## config.mk

```make
export PLATFORM = sky130hd
export DESIGN_NAME = saturating_rgb_pixel_alu
export DESIGN_NICKNAME = d
export VERILOG_FILES = /design/src/rtl/rgbalu_pkg.sv /design/src/rtl/rgbalu_div.sv /design/src/rtl/saturating_rgb_pixel_alu.sv
export SDC_FILE = /design/constraint.sdc
export NUM_CORES = 2
export LEC_CHECK = 0
export ABC_AREA = 1
export BUFFER_PORTS_ARGS = -buffer_cell sky130_fd_sc_hd__clkbuf_2
export CORE_UTILIZATION = 44
export CTS_BUF_LIST = sky130_fd_sc_hd__clkbuf_8
export CTS_CLUSTER_SIZE = 10
export DETAILED_ROUTE_END_ITERATION = 8
export SLEW_MARGIN = 30
export SYNTH_ARGS = -nofsm -noshare
export SYNTH_HDL_FRONTEND = slang
export SYNTH_SLANG_ARGS = --single-unit
```

## constraint.sdc

```tcl
create_clock -name i_clk -period 35.6 [get_ports i_clk]
set_input_delay 5.34 -clock i_clk [delete_from_list [all_inputs] [get_ports i_clk]]
set_output_delay 5.34 -clock i_clk [all_outputs]
set_load 0.005 [all_outputs]
```

## src/rtl/rgbalu_pkg.sv

```systemverilog
// ----------------------------------------------------------------------------
// rgbalu_pkg
// Shared widths, operation codes and item types for the pixel ALU.
// ----------------------------------------------------------------------------
package rgbalu_pkg;

    localparam int C_CHAN_W  = 8;
    localparam int C_KIND_W  = 5;
    localparam int C_LEN_W   = 9;
    localparam int C_SQS_W   = 18;
    localparam int C_PROD_W  = 16;

    typedef enum logic [C_KIND_W-1:0] {
        K_ADD  = 5'd0,
        K_SUB  = 5'd1,
        K_ABSD = 5'd2,
        K_OR   = 5'd3,
        K_XOR  = 5'd4,
        K_AND  = 5'd5,
        K_DIV  = 5'd6,
        K_MOD  = 5'd7,
        K_MUL  = 5'd8,
        K_SHL  = 5'd9,
        K_SHR  = 5'd10,
        K_INV  = 5'd11,
        K_INC  = 5'd12,
        K_DEC  = 5'd13,
        K_RBG  = 5'd14,
        K_GRB  = 5'd15,
        K_GBR  = 5'd16,
        K_BRG  = 5'd17,
        K_BGR  = 5'd18
    } t_kind;

    typedef logic [2:0][C_CHAN_W-1:0] t_pix;

endpackage

```

## src/rtl/rgbalu_div.sv

```systemverilog
// ----------------------------------------------------------------------------
// rgbalu_div
// Pipelined 8-bit restoring divider, two quotient bits per stage.
// ----------------------------------------------------------------------------
module rgbalu_div (
    input  logic                            i_clk,
    input  logic                            i_en,
    input  logic [rgbalu_pkg::C_CHAN_W-1:0] i_num,
    input  logic [rgbalu_pkg::C_CHAN_W-1:0] i_den,
    output logic [rgbalu_pkg::C_CHAN_W-1:0] o_quo,
    output logic [rgbalu_pkg::C_CHAN_W-1:0] o_rem
);
    localparam int W      = rgbalu_pkg::C_CHAN_W;
    localparam int STAGES = W / 2;

    logic [W-1:0] r_nq  [STAGES];
    logic [W-1:0] r_rem [STAGES];
    logic [W-1:0] r_den [STAGES];
    logic [W-1:0] n_nq  [STAGES];
    logic [W-1:0] n_rem [STAGES];
    logic [W-1:0] w_nq_in  [STAGES];
    logic [W-1:0] w_rem_in [STAGES];
    logic [W-1:0] w_den_in [STAGES];

    // Stage sources: the first stage takes the operands, later ones the
    // previous stage.
    for (genvar s = 0; s < STAGES; s++) begin : g_src
        if (s == 0) begin : g_first
            assign w_nq_in[s]  = i_num;
            assign w_rem_in[s] = '0;
            assign w_den_in[s] = i_den;
        end else begin : g_next
            assign w_nq_in[s]  = r_nq[s-1];
            assign w_rem_in[s] = r_rem[s-1];
            assign w_den_in[s] = r_den[s-1];
        end
    end

    always_comb begin
        logic [W-1:0] nq;
        logic [W-1:0] rm;
        logic [W:0]   t;
        for (int s = 0; s < STAGES; s++) begin
            nq = w_nq_in[s];
            rm = w_rem_in[s];
            for (int j = 0; j < 2; j++) begin
                t  = {rm, nq[W-1]};
                nq = {nq[W-2:0], 1'b0};
                if (t >= {1'b0, w_den_in[s]}) begin
                    t     = t - {1'b0, w_den_in[s]};
                    nq[0] = 1'b1;
                end
                rm = t[W-1:0];
            end
            n_nq[s]  = nq;
            n_rem[s] = rm;
        end
    end

    always_ff @(posedge i_clk) begin
        if (i_en) begin
            for (int s = 0; s < STAGES; s++) begin
                r_nq[s]  <= n_nq[s];
                r_rem[s] <= n_rem[s];
                r_den[s] <= w_den_in[s];
            end
        end
    end

    assign o_quo = r_nq[STAGES-1];
    assign o_rem = r_rem[STAGES-1];

endmodule

```

## src/rtl/saturating_rgb_pixel_alu.sv

```systemverilog
// ----------------------------------------------------------------------------
// saturating_rgb_pixel_alu
// Per-channel saturating RGB arithmetic with comparisons and channel stats.
// ----------------------------------------------------------------------------
// Usage:
//   Slave channel: tdata carries pixel A, pixel B and the scalar operand;
//   tuser carries the operation code and the scalar select flag. Each
//   accepted transaction yields exactly one master transaction carrying
//   the three result channels, the five all-channel compare flags, and
//   min, max, average and Euclidean length of A.
//   Data passes the stage registers and the output register. Throughput:
//   one pixel per clock unless stalled. The critical work (8-bit divide at
//   two bits per stage, 9-bit square root over four stages) sets the depth.
//   Reset (i_rst_n low, synchronous) clears all stage valid bits and the
//   output valid; payload registers are not reset.
//   When the receiver stalls with a result held, the whole pipeline holds
//   and o_s_axis_tready drops; nothing is lost or repeated. While the
//   output register is empty or being drained, the pipeline advances.
// ----------------------------------------------------------------------------
module saturating_rgb_pixel_alu (
    input  logic        i_clk,
    input  logic        i_rst_n,
    input  logic        i_s_axis_tvalid,
    output logic        o_s_axis_tready,
    // a_red, a_green, a_blue, b_red, b_green, b_blue, scalar_operand
    input  logic [55:0] i_s_axis_tdata,
    // kind[4:0], use_scalar[5]
    input  logic [5:0]  i_s_axis_tuser,
    output logic        o_m_axis_tvalid,
    input  logic        i_m_axis_tready,
    // out_red, out_green, out_blue, all_greater, all_less, all_greater_equal,
    // all_less_equal, all_equal, min_channel, max_channel, average_channel,
    // vector_length, zero pad
    output logic [63:0] o_m_axis_tdata
);
    localparam int CW = rgbalu_pkg::C_CHAN_W;
    localparam int NS = 5;   // stages ahead of the output register

    typedef struct packed {
        rgbalu_pkg::t_kind                           kind;
        logic                                        scal;
        rgbalu_pkg::t_pix                            a;
        rgbalu_pkg::t_pix                            b;
        rgbalu_pkg::t_pix                            x;
        logic [2:0][rgbalu_pkg::C_PROD_W-1:0]        sq;
        logic [2:0][rgbalu_pkg::C_PROD_W-1:0]        prod;
        logic [4:0]                                  flags;  // gt lt ge le eq
        logic [CW-1:0]                               mn;
        logic [CW-1:0]                               mx;
        logic [CW-1:0]                               avg;
        rgbalu_pkg::t_pix                            mulq;
        logic [rgbalu_pkg::C_SQS_W-1:0]              rem;
        logic [rgbalu_pkg::C_LEN_W-1:0]              root;
    } t_item;

    t_item       r_st [NS];
    t_item       n_st [NS];
    logic [NS-1:0] r_vld;
    logic        r_ovld;
    logic [63:0] r_odata;
    logic [63:0] n_odata;
    logic        w_en;
    rgbalu_pkg::t_pix w_quo;
    rgbalu_pkg::t_pix w_rem;

    // One digit of the square root: try setting root bit i against the
    // remaining radicand.
    function automatic t_item sqrt_step(input t_item it, input int i);
        logic [19:0] t;
        t_item       o;
        o = it;
        t = ({11'd0, it.root} << (i + 1)) | (20'd1 << (2 * i));
        if ({2'b00, it.rem} >= t) begin
            o.rem  = it.rem - t[rgbalu_pkg::C_SQS_W-1:0];
            o.root = it.root | (rgbalu_pkg::C_LEN_W'(1) << i);
        end
        return o;
    endfunction

    function automatic logic [CW-1:0] chan_res(
        input rgbalu_pkg::t_kind k, input logic [CW-1:0] a, input logic [CW-1:0] x,
        input logic scal, input logic [rgbalu_pkg::C_PROD_W-1:0] prod,
        input logic [CW-1:0] mq, input logic [CW-1:0] q, input logic [CW-1:0] r);
        logic [CW:0]   s9;
        logic [15:0]   sh;
        logic [CW-1:0] res;
        s9 = {1'b0, a} + {1'b0, x};
        sh = {8'd0, a} << x[2:0];
        case (k)
            rgbalu_pkg::K_ADD:  res = s9[CW] ? '1 : s9[CW-1:0];
            rgbalu_pkg::K_SUB:  res = (a > x) ? a - x : '0;
            rgbalu_pkg::K_ABSD: res = (a > x) ? a - x : x - a;
            rgbalu_pkg::K_OR:   res = a | x;
            rgbalu_pkg::K_XOR:  res = a ^ x;
            rgbalu_pkg::K_AND:  res = a & x;
            rgbalu_pkg::K_DIV:  res = (x == '0) ? a : q;
            rgbalu_pkg::K_MOD:  res = (x == '0) ? (scal ? a : '0) : r;
            rgbalu_pkg::K_MUL:  res = scal ? ((prod > 16'd255) ? '1 : prod[CW-1:0]) : mq;
            rgbalu_pkg::K_SHL: begin
                if (a == '0)             res = '0;
                else if (x >= 8'd8)      res = '1;
                else if (sh > 16'd255)   res = '1;
                else                     res = sh[CW-1:0];
            end
            rgbalu_pkg::K_SHR:  res = (x >= 8'd8) ? '0 : (a >> x[2:0]);
            rgbalu_pkg::K_INV:  res = ~a;
            rgbalu_pkg::K_INC:  res = a + 8'd1;
            rgbalu_pkg::K_DEC:  res = a - 8'd1;
            default:            res = a;
        endcase
        return res;
    endfunction

    // Stall everything only while a finished result waits at the output.
    assign w_en            = !r_ovld || i_m_axis_tready;
    assign o_s_axis_tready = w_en;

    for (genvar c = 0; c < 3; c++) begin : g_div
        rgbalu_div u_div (
            .i_clk (i_clk),
            .i_en  (w_en),
            .i_num (r_st[0].a[c]),
            .i_den (r_st[0].x[c]),
            .o_quo (w_quo[c]),
            .o_rem (w_rem[c])
        );
    end

    always_comb begin
        logic [16:0] w;
        logic [CW:0] rc;
        logic [9:0]  s10;
        logic [19:0] avgp;
        logic        gt, lt, ge, le, eq;
        logic [CW-1:0] mn, mx;
        rgbalu_pkg::t_pix res;
        rgbalu_pkg::t_pix ra;

        // Stage 1: capture operands, form products.
        n_st[0]      = r_st[0];
        n_st[0].kind = rgbalu_pkg::t_kind'(i_s_axis_tuser[4:0]);
        n_st[0].scal = i_s_axis_tuser[5];
        for (int c = 0; c < 3; c++) begin
            n_st[0].a[c]    = i_s_axis_tdata[c*CW +: CW];
            n_st[0].b[c]    = i_s_axis_tdata[(c+3)*CW +: CW];
            n_st[0].x[c]    = i_s_axis_tuser[5] ? i_s_axis_tdata[6*CW +: CW]
                                                : i_s_axis_tdata[(c+3)*CW +: CW];
            n_st[0].sq[c]   = n_st[0].a[c] * n_st[0].a[c];
            n_st[0].prod[c] = n_st[0].a[c] * n_st[0].x[c];
        end

        // Stage 2: compares, stats, pixel multiply scaling, first root bits.
        n_st[1] = r_st[0];
        gt = 1'b1; lt = 1'b1; ge = 1'b1; le = 1'b1; eq = 1'b1;
        mn = r_st[0].a[0];
        mx = r_st[0].a[0];
        for (int c = 0; c < 3; c++) begin
            gt = gt && (r_st[0].a[c] >  r_st[0].b[c]);
            lt = lt && (r_st[0].a[c] <  r_st[0].b[c]);
            ge = ge && (r_st[0].a[c] >= r_st[0].b[c]);
            le = le && (r_st[0].a[c] <= r_st[0].b[c]);
            eq = eq && (r_st[0].a[c] == r_st[0].b[c]);
            if (r_st[0].a[c] < mn) mn = r_st[0].a[c];
            if (r_st[0].a[c] > mx) mx = r_st[0].a[c];
            // round(a*b/255): w = a*b + 127, w/255 via w>>8 plus one correction
            w  = {1'b0, r_st[0].prod[c]} + 17'd127;
            rc = {1'b0, w[15:8]} + {1'b0, w[7:0]};
            n_st[1].mulq[c] = w[15:8] + ((rc >= 9'd255) ? 8'd1 : 8'd0);
        end
        n_st[1].flags = {eq, le, ge, lt, gt};
        n_st[1].mn    = mn;
        n_st[1].mx    = mx;
        s10  = {2'b00, r_st[0].a[0]} + {2'b00, r_st[0].a[1]} + {2'b00, r_st[0].a[2]};
        avgp = s10 * 10'd683;
        n_st[1].avg  = avgp[18:11];
        n_st[1].rem  = {2'b00, r_st[0].sq[0]} + {2'b00, r_st[0].sq[1]}
                     + {2'b00, r_st[0].sq[2]};
        n_st[1].root = '0;
        n_st[1] = sqrt_step(n_st[1], 8);
        n_st[1] = sqrt_step(n_st[1], 7);

        // Stages 3..5: remaining root bits.
        n_st[2] = sqrt_step(sqrt_step(r_st[1], 6), 5);
        n_st[3] = sqrt_step(sqrt_step(r_st[2], 4), 3);
        n_st[4] = sqrt_step(sqrt_step(sqrt_step(r_st[3], 2), 1), 0);

        // Output stage: pick the channel result.
        ra = r_st[4].a;
        for (int c = 0; c < 3; c++) begin
            res[c] = chan_res(r_st[4].kind, ra[c], r_st[4].x[c], r_st[4].scal,
                              r_st[4].prod[c], r_st[4].mulq[c], w_quo[c], w_rem[c]);
        end
        case (r_st[4].kind)
            rgbalu_pkg::K_RBG: res = {ra[1], ra[2], ra[0]};
            rgbalu_pkg::K_GRB: res = {ra[2], ra[0], ra[1]};
            rgbalu_pkg::K_GBR: res = {ra[0], ra[2], ra[1]};
            rgbalu_pkg::K_BRG: res = {ra[1], ra[0], ra[2]};
            rgbalu_pkg::K_BGR: res = {ra[0], ra[1], ra[2]};
            default:           res = res;
        endcase
        n_odata = {2'b00, r_st[4].root, r_st[4].avg, r_st[4].mx, r_st[4].mn,
                   r_st[4].flags, res};
    end

    always_ff @(posedge i_clk) begin
        if (!i_rst_n) begin
            r_vld  <= '0;
            r_ovld <= 1'b0;
        end else if (w_en) begin
            r_vld  <= {r_vld[NS-2:0], i_s_axis_tvalid};
            r_ovld <= r_vld[NS-1];
        end
    end

    // Advance payload with the valid bits.
    always_ff @(posedge i_clk) begin
        if (w_en) begin
            for (int s = 0; s < NS; s++) begin
                r_st[s] <= n_st[s];
            end
            r_odata <= n_odata;
        end
    end

    assign o_m_axis_tvalid = r_ovld;
    assign o_m_axis_tdata  = r_odata;

endmodule

```

==> out/summary.log <==
qor: die.floorplan.io_pins 132
qor: sta.hold_ws 0.384 ns
qor: cells_and_area.fillerInstances 14965
qor: sta.slew_headroom 0.298
qor: sta.finalWorstPathRequiredPeriod 12.06 ns
qor: yosys.synth-edff-count 1081
qor: clock_network.cts.repair_timing.setup_buffer_count 0
qor: clock_network.worstSkewPairLatency 0.94 ns
qor: sta.post_route_fraction_of_the_period_consumed_by_the_critical_path 0.339
qor: power_and_ir_drop.power.total 7.05 mW
qor: clock_network.clock_sink_count 1087
qor: drt.wl_met1 82600 um
qor: drt.wl_met3 8940 um
qor: yosys.post_synth_inst_count 7168
qor: global_route.grt_pass1_vias 49546
qor: yosys.ys.warnings.count 0
qor: sta.achievable_freq 82.9 MHz
qor: die.initial_core_util 0.443
qor: drt.drt_drc_violations_left 0
qor: yosys.synth.ff_latch_count 1087
qor: yosys.synth.yosys.seq_area_share 0.459
qor: worst_setup_path.worst_setup_path_end_kind primary output
qor: worst_setup_path.cp.arrival 6.72 ns
qor: global_route.antenna_found_initial 7
qor: flow_run.max-cap-violations 0
qor: clock_network.cts_resized 0
qor: sta.final_hold_viol_count 0
qor: sta.slew_viol_final 0
qor: drt.number_of_vias_per_cell_after_detailed_routing 5.16
qor: sta.clock-skew-final 0.0619 ns
qor: global_route.grt_start_max_net_pins 168
qor: drt.top_layer met5
qor: sta.setup-tns-final 0 ns
qor: yosys.post_synth_main_area_contributors edfxtp_1 (46%), ha_1 (12%), fa_1 (7.4%), nand2_1 (6.7%), inv_1 (5.9%)
qor: worst_setup_path.setup.worst_path.start_class input port
qor: die.die-height 404 um
qor: placed_design.portBuffers 129
qor: placed_design.dp_hpwl 139000 um
qor: clock_network.cts_tree built
qor: clock_network.number_of_hold_buffers_added_after_cts 0
qor: worst_setup_path.setup_slack_of_the_most_critical_reg_to_reg_path 28.51 ns
qor: worst_setup_path.critPathKind in -> out
qor: clock_network.clkTransAtPathRegs 0.06 ns
qor: yosys.yosysUniqueCellTypes 77
qor: die.horiz_die_dim 404 um
qor: drt.detail_route.iter0.violations 3360
qor: cells_and_area.finalInstanceArea 0.0782 sq mm
qor: cells_and_area.layout-drive-gt1-share 0.0727
qor: yosys.dominant_synthesized_flop_cell edfxtp_1
qor: yosys.async_reset_ff_frac 0
qor: clock_network.cts-root-to-sink-buffers 3
qor: global_route.grtUsageTotal 0.222
qor: drt.drt_pre_antenna_iters 6
qor: cells_and_area.net_count_of_the_finished_layout 8446
qor: yosys.synth_area_per_cell 9.90 sq um
qor: worst_setup_path.cp_max_fo 92
qor: outcome.outcome finished, final reports clean
qor: placed_design.globalplace.congestion 0.936
qor: drt.num_vias 50223
qor: clock_network.root_buffer clkbuf_8
qor: sta.actual_slew_at_the_worst_max_slew_pin 1.05 ns
qor: global_route.grt-ovfl-total 0
qor: power_and_ir_drop.vdd.ir_drop.worst 170 uV
qor: sta.rsz0062_at_grt false
qor: drt.postRouteWirelength 181000 um
qor: die.design.core.area 0.160 sq mm
qor: drt.detailed_routed_wire_length_on_met2 84300 um
qor: die.die_area 0.163 sq mm
qor: die.row_count 147
qor: hold_path.min_path_type reg -> reg
qor: power_and_ir_drop.leakagePower 36.3 nW
qor: cells_and_area.area_added_between_synthesis_and_finish 10.1%
qor: worst_setup_path.worstPathRequired 30.26 ns
qor: global_route.global_route_wire_length_before_repair 280000 um
qor: clock_network.cts.htree.levels 4
qor: drt.drtAntennaViolNets 0
qor: drt.avgRoutedWirePerCell 18.6 um
qor: clock_network.clock_buffers_created_by_tritoncts 189
qor: yosys.synth.top_cell.area_share 0.457
qor: placed_design.dp_area 0.0743 sq mm
qor: yosys.synthesis.area 0.0710 sq mm
qor: yosys.synth_area_leader_cell edfxtp_1
qor: power_and_ir_drop.cellPowerDensity 90.2 mW/mm^2
qor: sta.timing.final.setup_violations 0
[state kept, by name (all words and copies together), names as in the netlist]
signal / count
o_m_axis_tdata: 62
r_st: 773
o_m_axis_tvalid: 1
g_div.u_div.r_nq: 87
g_div.u_div.r_den: 63
g_div.u_div.r_rem: 96
r_vld: 5
[cell usage in the layout, fill, tap and decap left out, types with 15 or more instances in the layout]
cell type	netlist	layout
clkinv_1	9	48
clkbuf_8	0	190
buf_4	3	45
a221oi_1	21	21
o211ai_1	33	33
nand4_1	85	85
xor2_1	230	230
and2_1	21	21
nor3_1	65	65
nor2_1	547	544
inv_1	1113	1169
inv_2	15	15
nand3b_1	16	16
clkinv_2	0	22
nand2_1	1263	1263
clkbuf_2	1	129
o21bai_1	43	43
nor4_1	38	37
o22ai_1	46	46
a211oi_1	18	18
o21ai_0	443	443
o21ai_1	19	19
nor2_2	15	18
ha_1	696	696
edfxtp_1	1081	1081
a21oi_1	448	448
xnor2_1	121	121
nand3_1	198	198
fa_1	264	264
nand2_2	16	16
[where the power goes]
| group | internal (mW) | switching, mW | total [mW] |
|---|---|---|---|
| Combinational | 1.40 | 2.25 | 3.65 |
| Clock | 0.614 | 0.548 | 1.16 |
| Sequential | 2.04 | 0.200 | 2.24 |
[synth_stat cells (all sizes together) (3+ instances only)]
master	count
o22ai	46
a31oi	14
fa	264
o311ai	3
o221ai	5
o211ai	33
inv	1128
ha	696
and2	23
edfxtp	1081
xnor2	121
nand4	86
buf	16
or2	14
o2111ai	13
xor2	231
a221oi	21
and3	4
o31ai	14
o21a	11
or4	4
a21o	11
o21bai	43
a21boi	4
dfxtp	6
nand2	1285
nand3	207
nor3b	5
mux2	6
nor4	38
o21ai	472
a211oi	19
a21oi	450
nand3b	16
nor2	566
a22oi	4
clkinv	9
clkbuf	108
nor3	70
o41ai	3
[critical path, cell delays in order]
cell and delay (ns):
clkbuf_2 0.08, nor2_1 0.53, inv_8 0.29, clkbuf_2 0.27
[area by class of cell]
type,count,area [sq um],area share
clock buffer,190,2620,0.0334
timing repair buffer,181,1070,0.0137
sequential,1087,32600,0.417
tap,2160,2700,0.0346
antenna,4,10.0,0.000128
clock inverter,159,1240,0.0159
multi-input combinational,4824,33700,0.431
inverter,1137,4280,0.0547
[path summary, 6_finish.rpt]
path / cells past startpoint / end / startpoint
max reg2reg: 29 / r_st[0][307] / r_st[0][225]
min: 0 / r_st[0][1141] / r_st[0][887]
max: 4 / o_s_axis_tready / i_m_axis_tready
min reg2reg: 0 / r_st[0][1141] / r_st[0][887]
[per-layer routing]
layer / GRT usage / up-vias
met5: 0 / -
met3: 0.0317 / 328
met4: 0.0721 / 2
met2: 0.365 / 1195
li1: - / 24766
met1: 0.301 / 23932
[per-stage QoR]
| step | util | std cells | worst slack (ns) |
|---|---|---|---|
| floorplan | - | 7172 | 3.89 |
| global placement | 0.463 | 9387 | 23.67 |
| detailed placement | 0.463 | 9389 | 23.59 |
| CTS | 0.487 | 9738 | 23.60 |
| global route | 0.487 | 9741 | 23.50 |
| finish | 0.487 | 9742 | 23.54 |
[cells by family after synthesis]
kind of cell | count (synthesis) | share of synthesized area
AO/OA/AOI/OAI | 1179 | 0.0932
XOR/XNOR | 352 | 0.0435
adder cells (fa/ha/maj) | 960 | 0.197
buffers and inverters | 1261 | 0.0672
flip-flops | 1087 | 0.459
multiplexers | 6 | 0.000952
other | 1 | 0.0000528
AND/OR/NAND/NOR | 2322 | 0.139
Note: power is estimated with default switching activity, not from simulation.
